==> src/rtl/bpr_pkg.sv <==
// Package for the boot packet receiver: phase codes, status codes, reply codes
// and the result record shared by the core and the top level. No dependencies.
`timescale 1ns / 1ps

package bpr_pkg;

  localparam logic [15:0] TIMEOUT_RESET = 16'd200;
  localparam logic [7:0]  ACK_CODE      = 8'hCC;
  localparam logic [7:0]  NAK_CODE      = 8'h33;
  localparam logic [7:0]  SIZE_OVERHEAD = 8'd2;

  localparam logic        FUNC_BYTE = 1'b0;
  localparam logic        FUNC_TICK = 1'b1;

  typedef enum logic [1:0] {
    ST_GOOD    = 2'd0,
    ST_BAD     = 2'd1,
    ST_TIMEOUT = 2'd2
  } status_t;

  typedef enum logic [2:0] {
    PH_IDLE = 3'b001,
    PH_SUM  = 3'b010,
    PH_DATA = 3'b100
  } phase_t;

  typedef struct packed {
    logic       payload_valid;
    logic [7:0] payload_byte;
    logic       packet_end;
    status_t    packet_status;
    logic       reply_valid;
    logic [7:0] reply_byte;
  } result_t;

endpackage

==> src/rtl/bpr_core.sv <==
// Frame parser of the boot packet receiver: phase, counters and checksum state.
// Depends on bpr_pkg for phase, status and reply codes and the result record.
`timescale 1ns / 1ps

module bpr_core (
  input  logic              clk,
  input  logic              rst_n,
  input  logic              item_en,
  input  logic              func,
  input  logic [7:0]        rx_byte,
  input  logic [15:0]       timeout_ticks,
  output logic              res_valid,
  output bpr_pkg::result_t  res
);

  bpr_pkg::phase_t phase_r, phase_nxt;
  logic [7:0]  bytes_left_r, bytes_left_nxt;
  logic [7:0]  expected_sum_r, expected_sum_nxt;
  logic [7:0]  running_sum_r, running_sum_nxt;
  logic [15:0] ticks_waited_r, ticks_waited_nxt;
  logic [7:0]  sum_add;
  logic [7:0]  left_dec;
  logic        good;

  assign sum_add  = running_sum_r + rx_byte;
  assign left_dec = bytes_left_r - 8'd1;

  always_comb begin
    phase_nxt        = phase_r;
    bytes_left_nxt   = bytes_left_r;
    expected_sum_nxt = expected_sum_r;
    running_sum_nxt  = running_sum_r;
    ticks_waited_nxt = ticks_waited_r;
    res_valid        = 1'b0;
    res              = '0;
    good             = 1'b0;
    if (func == bpr_pkg::FUNC_TICK) begin
      if (phase_r == bpr_pkg::PH_SUM || phase_r == bpr_pkg::PH_DATA) begin
        if (ticks_waited_r < timeout_ticks) begin
          ticks_waited_nxt = ticks_waited_r + 16'd1;
        end else begin
          res_valid         = 1'b1;
          res.packet_end    = 1'b1;
          res.packet_status = bpr_pkg::ST_TIMEOUT;
          phase_nxt         = bpr_pkg::PH_IDLE;
          ticks_waited_nxt  = '0;
        end
      end
    end else begin
      unique case (phase_r)
        bpr_pkg::PH_SUM: begin
          expected_sum_nxt = rx_byte;
          running_sum_nxt  = '0;
          ticks_waited_nxt = '0;
          if (bytes_left_r == 8'd0) begin
            good      = (rx_byte == 8'd0);
            res_valid = 1'b1;
            phase_nxt = bpr_pkg::PH_IDLE;
          end else begin
            phase_nxt = bpr_pkg::PH_DATA;
          end
        end
        bpr_pkg::PH_DATA: begin
          running_sum_nxt   = sum_add;
          bytes_left_nxt    = left_dec;
          res_valid         = 1'b1;
          res.payload_valid = 1'b1;
          res.payload_byte  = rx_byte;
          if (left_dec == 8'd0) begin
            good             = (sum_add == expected_sum_r);
            phase_nxt        = bpr_pkg::PH_IDLE;
            ticks_waited_nxt = '0;
          end
        end
        default: begin
          if (rx_byte != 8'd0) begin
            bytes_left_nxt   = rx_byte - bpr_pkg::SIZE_OVERHEAD;
            phase_nxt        = bpr_pkg::PH_SUM;
            ticks_waited_nxt = '0;
          end else begin
            phase_nxt = bpr_pkg::PH_IDLE;
          end
        end
      endcase
      if (phase_r == bpr_pkg::PH_SUM || phase_r == bpr_pkg::PH_DATA) begin
        if (phase_nxt == bpr_pkg::PH_IDLE) begin
          res.packet_end    = 1'b1;
          res.packet_status = good ? bpr_pkg::ST_GOOD : bpr_pkg::ST_BAD;
          res.reply_valid   = 1'b1;
          res.reply_byte    = good ? bpr_pkg::ACK_CODE : bpr_pkg::NAK_CODE;
        end
      end
    end
  end

  always_ff @(posedge clk) begin
    if (!rst_n) begin
      phase_r        <= bpr_pkg::PH_IDLE;
      bytes_left_r   <= '0;
      expected_sum_r <= '0;
      running_sum_r  <= '0;
      ticks_waited_r <= '0;
    end else if (item_en) begin
      phase_r        <= phase_nxt;
      bytes_left_r   <= bytes_left_nxt;
      expected_sum_r <= expected_sum_nxt;
      running_sum_r  <= running_sum_nxt;
      ticks_waited_r <= ticks_waited_nxt;
    end
  end

endmodule

==> src/rtl/boot_packet_receiver_top.sv <==
// Boot packet receiver: a result is registered in the output register, or in
// the skid on a stall; throughput one transaction per cycle if skid is empty.
// A two-entry output buffer (output register plus skid) keeps the input ready
// while one result waits. Synchronous active-low reset returns the parser to
// idle, empties the output buffer and loads the timeout limit with 200 ticks.
// Depends on bpr_pkg and bpr_core.
`timescale 1ns / 1ps

module boot_packet_receiver_top (
  input  logic        clk,
  input  logic        rst_n,
  input  logic        in_tvalid,
  output logic        in_tready,
  input  logic [7:0]  in_tdata,   // [7:0] rx_byte
  input  logic        in_tuser,   // [0] func
  output logic        out_tvalid,
  input  logic        out_tready,
  output logic [23:0] out_tdata,  // [7:0] payload_byte, [9:8] packet_status,
                                  // [17:10] reply_byte, [23:18] zero
  output logic [1:0]  out_tuser,  // [0] payload_valid, [1] reply_valid
  output logic        out_tlast,  // packet_end
  input  logic        cfg_valid,
  output logic        cfg_ready,
  input  logic [15:0] cfg_data    // timeout_ticks
);

  logic              in_accept;
  logic              res_valid;
  bpr_pkg::result_t  res;
  logic [15:0]       timeout_r;
  logic              out_valid_r, skid_valid_r;
  bpr_pkg::result_t  out_r, skid_r;
  logic              out_take;

  assign cfg_ready = 1'b1;
  assign in_tready = !skid_valid_r;
  assign in_accept = in_tvalid && in_tready;
  assign out_take  = out_valid_r && out_tready;

  always_ff @(posedge clk) begin
    if (!rst_n) begin
      timeout_r <= bpr_pkg::TIMEOUT_RESET;
    end else if (cfg_valid && cfg_ready) begin
      timeout_r <= cfg_data;
    end
  end

  bpr_core u_core (
    .clk           (clk),
    .rst_n         (rst_n),
    .item_en       (in_accept),
    .func          (in_tuser),
    .rx_byte       (in_tdata),
    .timeout_ticks (timeout_r),
    .res_valid     (res_valid),
    .res           (res)
  );

  always_ff @(posedge clk) begin
    if (!rst_n) begin
      out_valid_r  <= 1'b0;
      skid_valid_r <= 1'b0;
    end else if (skid_valid_r) begin
      if (out_take) begin
        out_valid_r  <= 1'b1;
        skid_valid_r <= 1'b0;
      end
    end else if (!out_valid_r || out_take) begin
      out_valid_r <= in_accept && res_valid;
    end else if (in_accept && res_valid) begin
      skid_valid_r <= 1'b1;
    end
  end

  always_ff @(posedge clk) begin
    if (skid_valid_r) begin
      if (out_take) begin
        out_r <= skid_r;
      end
    end else if (!out_valid_r || out_take) begin
      out_r <= res;
    end else begin
      skid_r <= res;
    end
  end

  assign out_tvalid = out_valid_r;
  assign out_tdata  = {6'd0, out_r.reply_byte, out_r.packet_status, out_r.payload_byte};
  assign out_tuser  = {out_r.reply_valid, out_r.payload_valid};
  assign out_tlast  = out_r.packet_end;

endmodule

==> config.mk <==
export PLATFORM = sky130hd
export DESIGN_NAME = boot_packet_receiver_top
export DESIGN_NICKNAME = d
export VERILOG_FILES = /design/src/rtl/bpr_pkg.sv /design/src/rtl/bpr_core.sv /design/src/rtl/boot_packet_receiver_top.sv
export SDC_FILE = /design/constraint.sdc
export NUM_CORES = 1
export LEC_CHECK = 0
export BUFFER_PORTS_ARGS = -buffer_cell sky130_fd_sc_hd__buf_2
export CORE_UTILIZATION = 49
export CTS_CLUSTER_SIZE = 40
export DETAILED_ROUTE_END_ITERATION = 8
export HOLD_SLACK_MARGIN = 0.03
export MAX_ROUTING_LAYER = met4
export PLACE_DENSITY = 0.69
export SYNTH_ARGS = -nofsm -noshare
export SYNTH_HDL_FRONTEND = slang
export SYNTH_SLANG_ARGS = --single-unit
==> constraint.sdc <==
create_clock -name clk -period 4.06 [get_ports clk]
set_clock_uncertainty 0.05 [all_clocks]
set_input_delay 0.609 -clock clk [delete_from_list [all_inputs] [get_ports clk]]
set_output_delay 0.609 -clock clk [all_outputs]
set_load 0.02 [all_outputs]
==> qor.csv, run 1 <==
stage;metric;value;unit
status;status;finished, final reports clean;
critical_path;crit start category;primary input;
synth;Avg Inst Size Synth;9.21;um2
die;die width;105;um
die;Die H;105;um
die;io pins;60;
synth;top post-synthesis cells by area;dfxtp_1, edfxtp_1, ha_1, nor2b_1, mux2i_1;
worst_hold_path;worst min-delay path category;primary input to flip-flop;
finish;cell area after layout;5660;um2
drt;post-route ant nets;0;
synth;share of synthesized registers carrying an async set or reset;0;%
critical_path;endpoint class of the critical path;flip-flop;
drt;drt total wl;10.5;mm
synth;Synth Warn #;0;
synth;number of synthesized flops with an enable pin;28;
power_and_ir_drop;Pwr Density;336;nW/um2
drt;DR WL/cell;14.3;um
finish;fill count;937;
synth;synthesized cell area;5170;um2
job;max-cap viol count;0;
timing;RSZ-0062 raised after global routing;false;
grt;grt total ovfl;0;
finish;synth-to-layout area growth;9.43;%
timing;post-route clock period utilization;72.9;%
timing;min Tclk post-route;2960;ps
timing;final hold viol count;0;
drt;drt first-iter violations;170;
timing;Min Hold Slack;408;ps
die;Core Footprint;10300;um2
clock_network;H-tree Lvls;3;
finish;layout cell share with drive strength beyond 1;15.4;%
placed_design;Port-buffer cells;52;
clock_network;CTS Root Cell;clkbuf_8;
die;num rows;37;
critical_path;kind of critical path;primary input to flip-flop;
clock_network;Post-CTS Setup Bufs;0;
power_and_ir_drop;P_leak;2.45;nW
timing;Max Slew Vio Count;0;
clock_network;Clock Pin Slew Worst Setup and Hold Paths;90;ps
synth;sequential element share of the synthesized area;39.9;%
grt;largest net degree at the start of global routing;53;
die;die area;11000;um2
clock_network;deepest clock path buffer count;2;
drt;Pre-antenna DRT Iters;4;
placed_design;Placed Area;5420;um2
placed_design;post-detail-place hpwl;7.46;mm
power_and_ir_drop;Worst IR Drop VDD;0.000205;V
clock_network;hold buffer count at CTS;0;
die;Initial Util;50.3;%
timing;Fmax;338;MHz
drt;DR DRC count;0;
grt;initial antenna violation count;0;
synth;post-synthesis register bit count;89;
drt;routed via count;4027;
timing;endpoints failing setup;0;
timing;setup TNS;0;ps
critical_path;crit path max fanout;6;
synth;synth unique cells;67;
critical_path;critical path data required time;4120;ps
critical_path;Worst EP arrival;3020;ps
timing;Slew @ Worst Pin;1170;ps
drt;DR vias/cell;5.48;
clock_network;TritonCTS buffer count;9;
clock_network;Post-CTS Resized;0;
timing;slew margin rel.;21.2;%
synth;post-synth top area cell;dfxtp_1;
synth;post-synth top area share;23.6;%
critical_path;R2R Setup Slk;1150;ps
finish;most frequent cells in the layout;dfxtp_1, buf_2, nand2_1, nor2b_1, o21ai_0;
finish;commonest non-fill, non-tap cell in the layout;dfxtp_1;
grt;gr usage total;21.0;%
power_and_ir_drop;overall power;1.90;mW
clock_network;CTS tree;done;
finish;NumNets Final;651;
synth;Cells after Synth;562;
placed_design;RePlAce Congestion;0.921;
clock_network;worst-skew pair later-pin latency;370;ps
grt;first-pass GRT wire length;18.0;mm
placed_design;DP Worst Slack;764;ps
timing;setup ws final;1100;ps
grt;vias in the first global route;3797;
finish;antenna diode instance count;0;
clock_network;total clock sinks;89;
synth;predominant post-synthesis flop cell;dfxtp_1;
path summary, 6_finish.rpt:
check,cells past startpoint,end,start
worst max-delay path,11,out_tdata[8],in_tdata[0]
worst min-delay path,3,timeout_r[3],cfg_data[3]
worst max register to register,10,out_tdata[8],u_core.running_sum_r[0]
worst min register to register,2,timeout_r[3],timeout_r[3]
report_power, final:
| part | switching, mW | total [mW] | internal, mW | leakage (nW) |
|---|---|---|---|---|
| Clock | 0.330 | 0.740 | 0.410 | 0.118 |
| Sequential | 0.0169 | 0.956 | 0.940 | 0.776 |
| Combinational | 0.123 | 0.204 | 0.0810 | 1.55 |
| Total | 0.470 | 1.90 | 1.43 | 2.45 |
through the flow:
stage / instances / utilization (%)
after floorplan: 567 / -
after global placement: 719 / 52.8
after detailed placement: 719 / 52.8
after CTS: 735 / 55.1
after global routing: 735 / 55.1
final: 735 / 55.1
routing by layer:
metal	global-route usage (%)	vias to the layer above	share of wire (%)
met5	-	-	0
met4	7.04	0	1.8
met3	4.80	17	3.7
met2	31.6	81	44
met1	27.9	1907	51
li1	-	2022	-
area by class of cell:
type / instances / area (um2) / share of cell area [%]
clock buffers: 9 / 124 / 2.19
clock inverters: 7 / 116 / 2.06
inverters: 26 / 97.6 / 1.72
multi-input cells: 415 / 2820 / 49.9
flip-flops and latches: 89 / 2060 / 36.4
well taps: 136 / 170 / 3.01
repair buffers: 53 / 268 / 4.73
cells by family (layout without fill, tap and decap cells):
group,after synthesis,count (layout),synth area share [%]
compound gates,117,117,14.7
simple gates,209,209,22.1
buf+inv,63,95,5.92
other cells,2,7,0.145
xor+xnor,21,21,3.82
fa+ha+maj,27,27,6.67
flops,89,89,39.9
mux,34,34,6.80
cells in the mapped netlist (4+ instances only):
master and n:
dfxtp_1 61, nand2_1 44, nor2b_1 44, o21ai_0 33
nor2_1 31, a21oi_1 28, edfxtp_1 28, ha_1 26
inv_1 26, mux2i_1 25, buf_4 17, and2_1 15
nand3_1 15, clkbuf_1 14, xnor2_1 13, a21o_1 11
nor3_1 11, mux2_2 9, nand2b_1 9, o21ai_1 9
and3_1 8, xor2_1 7, a22oi_1 5, nand3b_1 5
nand4_1 5, nor4_1 5, buf_2 4
worst max-delay path: stages:
cell	delay, ps
buf_2	140
ha_1	180
inv_1	50
fa_1	400
nand2b_1	180
a21oi_1	310
o2bb2ai_1	130
nor4_1	300
nand3_1	210
o31ai_4	340
o21ai_0	150
state kept, by name (all words and copies together), names as in the netlist:
register / flops
out_tuser: 2
skid_valid_r: 1
out_tdata: 11
skid_r: 14
timeout_r: 16
out_tvalid: 1
u_core.bytes_left_r: 8
out_tlast: 1
u_core.running_sum_r: 8
u_core.expected_sum_r: 8
u_core.phase_r: 3
u_core.ticks_waited_r: 16
(Power assumes the default switching activity.)
==> run 2: changes to the inputs <==
ABC_AREA = 1   (was default)
clock period = 3.1 ns   (was 4.06 ns; I/O delays follow)
==> qor.csv, run 2 <==
stage;metric;value;unit
clock_network;total clock sinks;89;
finish;Largest regs;timeout_r (16), u_core.ticks_waited_r (16), skid_r (14);
synth;sequential element share of the synthesized area;40.2;%
timing;final hold viol count;0;
placed_design;Port-buffer cells;52;
synth;synth unique cells;37;
timing;Fmax;422;MHz
grt;grt total ovfl;0;
die;Die H;104;um
synth;post-synth top area share;23.8;%
status;status;finished, final reports clean;
job;max-cap viol count;0;
finish;NumNets Final;797;
critical_path;WP buf/inv;4;
synth;post-synth top area cell;dfxtp_1;
power_and_ir_drop;P_leak;2.62;nW
timing;post-route clock period utilization;76.4;%
synth;most common cell in the netlist;nand2_1;
timing;Max Slew Vio Count;0;
synth;Avg Inst Size Synth;7.36;um2
critical_path;crit start category;flip-flop;
critical_path;crit path max fanout;3;
finish;cell area after layout;5670;um2
clock_network;Clock Pin Slew Worst Setup and Hold Paths;90;ps
power_and_ir_drop;Worst IR Drop VDD;0.000255;V
critical_path;R2R Setup Slk;730;ps
drt;post-route ant nets;0;
clock_network;worst-skew pair later-pin latency;360;ps
grt;initial antenna violation count;0;
clock_network;CTS tree;done;
timing;min Tclk post-route;2370;ps
critical_path;CP most frequent cell;nand2_1;
critical_path;critical path data required time;3180;ps
critical_path;R2R depth;17;
finish;Final Non-Filler Cells;878;
critical_path;Slowest cell on crit path;fa_1;
drt;DR vias/cell;5.15;
critical_path;CP cell instances;ha_1 -> inv_1 -> fa_1 -> inv_1 -> nand3_1 -> nand2_1 -> nand2_1 -> nand2_1 -> inv_1 -> nand2_1 -> nand3_1 -> nand2_1 -> inv_1 -> nand3_1 -> nand2_1 -> nand3_1 -> nand2_1;
synth;top post-synthesis cells by area;dfxtp_1, edfxtp_1, nand2_1, ha_1, a21oi_1;
placed_design;post-detail-place hpwl;8.20;mm
grt;vias in the first global route;4161;
finish;layout cell share with drive strength beyond 1;14.1;%
timing;Slew @ Worst Pin;689;ps
die;die width;104;um
worst_hold_path;worst min-delay path category;primary input to flip-flop;
clock_network;CTS Root Cell;clkbuf_8;
finish;commonest non-fill, non-tap cell in the layout;nand2_1;
critical_path;worst r2r src;u_core.running_sum_r[0];
synth;post-synthesis register bit count;89;
timing;slew margin rel.;54.0;%
die;die area;10900;um2
finish;most frequent cells in the layout;nand2_1, inv_1, nor2_1;
timing;RSZ-0062 raised after global routing;false;
clock_network;deepest clock path buffer count;2;
critical_path;Worst EP arrival;2450;ps
die;Initial Util;51.5;%
clock_network;H-tree Lvls;3;
worst_hold_path;HP Start;cfg_data[7];
synth;predominant post-synthesis flop cell;dfxtp_1;
drt;DR WL/cell;12.7;um
placed_design;RePlAce Congestion;0.898;
synth;Synth Warn #;0;
timing;endpoints failing setup;0;
clock_network;Post-CTS Resized;0;
drt;Pre-antenna DRT Iters;5;
power_and_ir_drop;Pwr Density;442;nW/um2
drt;routed via count;4519;
synth;share of synthesized registers carrying an async set or reset;0;%
grt;first-pass GRT wire length;18.8;mm
critical_path;kind of critical path;flip-flop to flip-flop;
finish;Final Util;57.0;%
synth;Cells after Synth;697;
grt;gr usage total;21.9;%
critical_path;CP Launch Point;u_core.running_sum_r[0];
critical_path;slowest cell delay on critical path;380;ps
synth;number of synthesized flops with an enable pin;28;
drt;drt total wl;11.2;mm
timing;setup TNS;0;ps
finish;fill count;908;
clock_network;Post-CTS Setup Bufs;0;
drt;drt first-iter violations;295;
critical_path;CP Depth;17;
power_and_ir_drop;overall power;2.51;mW
critical_path;endpoint class of the critical path;flip-flop;
die;io pins;60;
placed_design;Placed Area;5420;um2
synth;synthesized cell area;5130;um2
grt;largest net degree at the start of global routing;31;
finish;antenna diode instance count;0;
critical_path;RR Endpoint;out_tdata[16];
placed_design;Cells after DPL;862;
critical_path;CP endpoint;out_tdata[16];
die;Core Footprint;9950;um2
finish;synth-to-layout area growth;10.6;%
drt;DR DRC count;0;
synth;synth cell count leaders;nand2_1, inv_1, nor2_1;
critical_path;CP top delay family;simple AND/OR/NAND/NOR gates;
clock_network;hold buffer count at CTS;0;
clock_network;TritonCTS buffer count;9;
die;num rows;36;
==> run 2: cell count changes after synthesis, moves of 9 or more <==
| cell | delta |
|---|---|
| a21o_1 | -11 |
| nand2_1 | +119 |
| mux2i_1 | -24 |
| nor2b_1 | -44 |
| and2_1 | -15 |
| a21oi_1 | +35 |
| nand2b_1 | -9 |
| inv_1 | +54 |
| nand3_1 | +46 |
| mux2_2 | -9 |
| nor2_1 | +36 |
| xnor2_1 | -9 |
==> run 2: worst min-delay path by stage <==
stage	to	slack (ps)	depth (start not counted)
finish	timeout_r[7]	260	3
global route	timeout_r[6]	270	3
CTS	timeout_r[7]	260	3
detailed placement	u_core.running_sum_r[3]	410	2
global placement	u_core.running_sum_r[2]	400	2
floorplan	timeout_r[1]	390	2
==> run 2: power breakdown <==
part | internal, mW | switching (mW) | leakage [nW]
registers | 1.23 | 0.0180 | 0.800
logic | 0.0893 | 0.187 | 1.69
clock network | 0.560 | 0.426 | 0.123
==> run 2: area by class of cell <==
type | instances | area [um2] | share of cell area [%]
well taps | 133 | 166 | 2.93
inverters | 89 | 337 | 5.93
clock buffers | 10 | 138 | 2.43
repair buffers | 57 | 298 | 5.25
flip-flops and latches | 89 | 2060 | 36.3
multi-input cells | 494 | 2560 | 45.1
clock inverters | 6 | 115 | 2.03
==> run 2: worst register-to-register path: cells and delay by family, from the launching register on <==
kind,cells,cell delay (ps)
fa+ha+maj,2,560
buf+inv,4,250
simple gates,11,940
flops,1,350
==> run 2: metal layers <==
| layer | vias to the layer above | global-route usage [%] | share of wire (%) |
|---|---|---|---|
| li1 | 2331 | - | - |
| met1 | 2040 | 29.4 | 49 |
| met2 | 137 | 33.1 | 44 |
| met3 | 11 | 4.07 | 5.7 |
| met4 | 0 | 7.14 | 1.4 |
| met5 | - | - | 0 |
==> run 2: per-stage QoR <==
step / setup slack [ps] / hold slack (ps)
after floorplan: 860 / 386
after global placement: 624 / 405
after detailed placement: 546 / 409
after CTS: 744 / 258
after global routing: 518 / 273
final: 732 / 265
==> run 2: kinds of logic (layout without fill, tap and decap cells) <==
| group | Yosys count | count (layout) | share of synthesized area (%) |
|---|---|---|---|
| buffers and inverters | 119 | 162 | 10.3 |
| XOR/XNOR | 16 | 16 | 2.73 |
| adder cells (fa/ha/maj) | 27 | 27 | 6.73 |
| other | 2 | 7 | 0.146 |
| AND/OR/NAND/NOR | 324 | 324 | 27.4 |
| flip-flops | 89 | 89 | 40.2 |
| multiplexers | 1 | 1 | 0.195 |
| AO/OA/AOI/OAI | 119 | 119 | 12.3 |
==> run 3: changes to the inputs <==
clock period = 2.45 ns   (was 3.1 ns; I/O delays follow)
==> qor.csv, run 3 (same netlist as run 2, synthesis figures left out) <==
stage;metric;value;unit
placed_design;Placed Area;5470;um2
finish;antenna diode instance count;0;
timing;min Tclk post-route;2220;ps
finish;commonest non-fill, non-tap cell in the layout;nand2_1;
grt;vias in the first global route;4214;
power_and_ir_drop;cell internal pwr;2.06;mW
power_and_ir_drop;register share of total power;54.6;%
critical_path;R2R depth;17;
timing;RSZ-0062 raised after global routing;false;
power_and_ir_drop;P_leak;2.61;nW
timing;setup TNS;0;ps
finish;Final Util;57.0;%
die;Die H;104;um
timing;Fmax;451;MHz
critical_path;R2R Setup Slk;230;ps
critical_path;worst r2r src;u_core.running_sum_r[0];
placed_design;Cells after DPL;868;
die;num rows;36;
drt;post-route ant nets;0;
power_and_ir_drop;Pwr Density;509;nW/um2
clock_network;CTS Root Cell;clkbuf_8;
critical_path;Slowest cell on crit path;fa_2;
clock_network;CTS tree;done;
drt;DR vias/cell;5.19;
timing;endpoints failing setup;0;
clock_network;Post-CTS Resized;0;
finish;fill count;946;
grt;grt total ovfl;0;
die;Core Footprint;9950;um2
clock_network;worst-skew pair later-pin latency;360;ps
critical_path;RR Endpoint;out_tdata[16];
critical_path;CP cell instances;ha_1 -> inv_1 -> fa_2 -> inv_2 -> nand3_2 -> nand2_2 -> nand2_1 -> nand2_1 -> inv_1 -> nand2_1 -> nand3_1 -> nand2_1 -> inv_1 -> nand3_1 -> nand2_1 -> nand3_1 -> nand2_1;
timing;Min Hold Slack;174;ps
drt;drt total wl;11.3;mm
clock_network;Post-CTS Setup Bufs;0;
critical_path;Worst EP arrival;2300;ps
status;status;finished, final reports clean;
finish;FF+latch area;2060;um2
die;die width;104;um
timing;final hold viol count;0;
drt;DR WL/cell;12.8;um
job;max-cap viol count;0;
clock_network;Clock Pin Slew Worst Setup and Hold Paths;100;ps
critical_path;CP most frequent cell;nand2_1;
finish;footprint of the multi-input gates;2580;um2
power_and_ir_drop;power share of the clock group;32.9;%
critical_path;crit path max fanout;3;
finish;cell area after layout;5670;um2
drt;DR DRC count;0;
clock_network;deepest clock path buffer count;2;
timing;Max Slew Vio Count;0;
timing;setup ws final;232;ps
drt;Pre-antenna DRT Iters;6;
finish;Final Non-Filler Cells;884;
finish;most frequent cells in the layout;nand2_1, inv_1, nor2_1;
grt;largest net degree at the start of global routing;30;
critical_path;critical path data required time;2530;ps
power_and_ir_drop;Worst IR Drop VDD;0.000304;V
grt;gr usage total;22.1;%
critical_path;CP Launch Point;u_core.running_sum_r[0];
clock_network;total clock sinks;89;
placed_design;DP Worst Slack;-22.4;ps
timing;post-route clock period utilization;90.5;%
placed_design;post-detail-place hpwl;8.41;mm
clock_network;H-tree Lvls;3;
critical_path;kind of critical path;flip-flop to flip-flop;
critical_path;CP endpoint;out_tdata[16];
die;io pins;60;
power_and_ir_drop;sw frac;28.7;%
placed_design;RePlAce Congestion;0.884;
power_and_ir_drop;overall power;2.89;mW
finish;NumNets Final;803;
die;Initial Util;51.5;%
finish;Largest regs;timeout_r (16), u_core.ticks_waited_r (16), skid_r (14);
clock_network;TritonCTS buffer count;9;
power_and_ir_drop;Comb pwr share;12.4;%
critical_path;crit start category;flip-flop;
clock_network;hold buffer count at CTS;0;
timing;slew margin rel.;53.6;%
critical_path;endpoint class of the critical path;flip-flop;
worst_hold_path;worst min-delay path category;primary input to flip-flop;
timing;Slew @ Worst Pin;696;ps
die;die area;10900;um2
grt;initial antenna violation count;0;
critical_path;slowest cell delay on critical path;350;ps
placed_design;Port-buffer cells;52;
power_and_ir_drop;Switch Pwr;0.828;mW
finish;synth-to-layout area growth;10.5;%
drt;routed via count;4586;
drt;drt first-iter violations;259;
finish;layout cell share with drive strength beyond 1;15.4;%
grt;first-pass GRT wire length;19.1;mm
## run 3: how the worst min path moves through the flow
stage / startpoint / to / slack (ps) / cells past startpoint
floorplan: timeout_r[1] / timeout_r[1] / 390 / 2
detailed placement: u_core.running_sum_r[3] / u_core.running_sum_r[3] / 410 / 2
global route: cfg_data[3] / timeout_r[3] / 190 / 3
finish: cfg_data[3] / timeout_r[3] / 170 / 3
global placement: u_core.running_sum_r[0] / u_core.running_sum_r[0] / 400 / 2
CTS: cfg_data[3] / timeout_r[3] / 160 / 3
## run 3: critical path: cells and delay by family, from the launching register on
family / cells / cell delay (ps)
adders and majority gates: 2 / 510
buffers and inverters: 4 / 220
DFF: 1 / 340
and+or+nand+nor: 11 / 860
## run 3: final cells by class
class / count / area share (%)
multi-input combinational: 494 / 45.5
clock buffer: 9 / 2.18
inverter: 89 / 5.94
clock inverter: 7 / 1.04
tap: 133 / 2.94
timing repair buffer: 63 / 6.05
sequential: 89 / 36.4
## run 3: per-layer routing
layer / GRT usage (%) / part of all wire, %
met5: - / 0
met4: 6.53 / 1.1
met3: 3.45 / 4.5
met2: 33.8 / 45
met1: 30.0 / 50
## run 3: power by group through the flow
stage          clock network [mW]  registers, mW  logic [mW]
2_1_floorplan                   0           1.62       0.260
3_3_place_gp                    0           1.61       0.344
3_5_place_dp                    0           1.61       0.355
4_1_cts                     0.978           1.58       0.357
5_1_grt                      1.04           1.58       0.407
6_report                    0.950           1.58       0.359
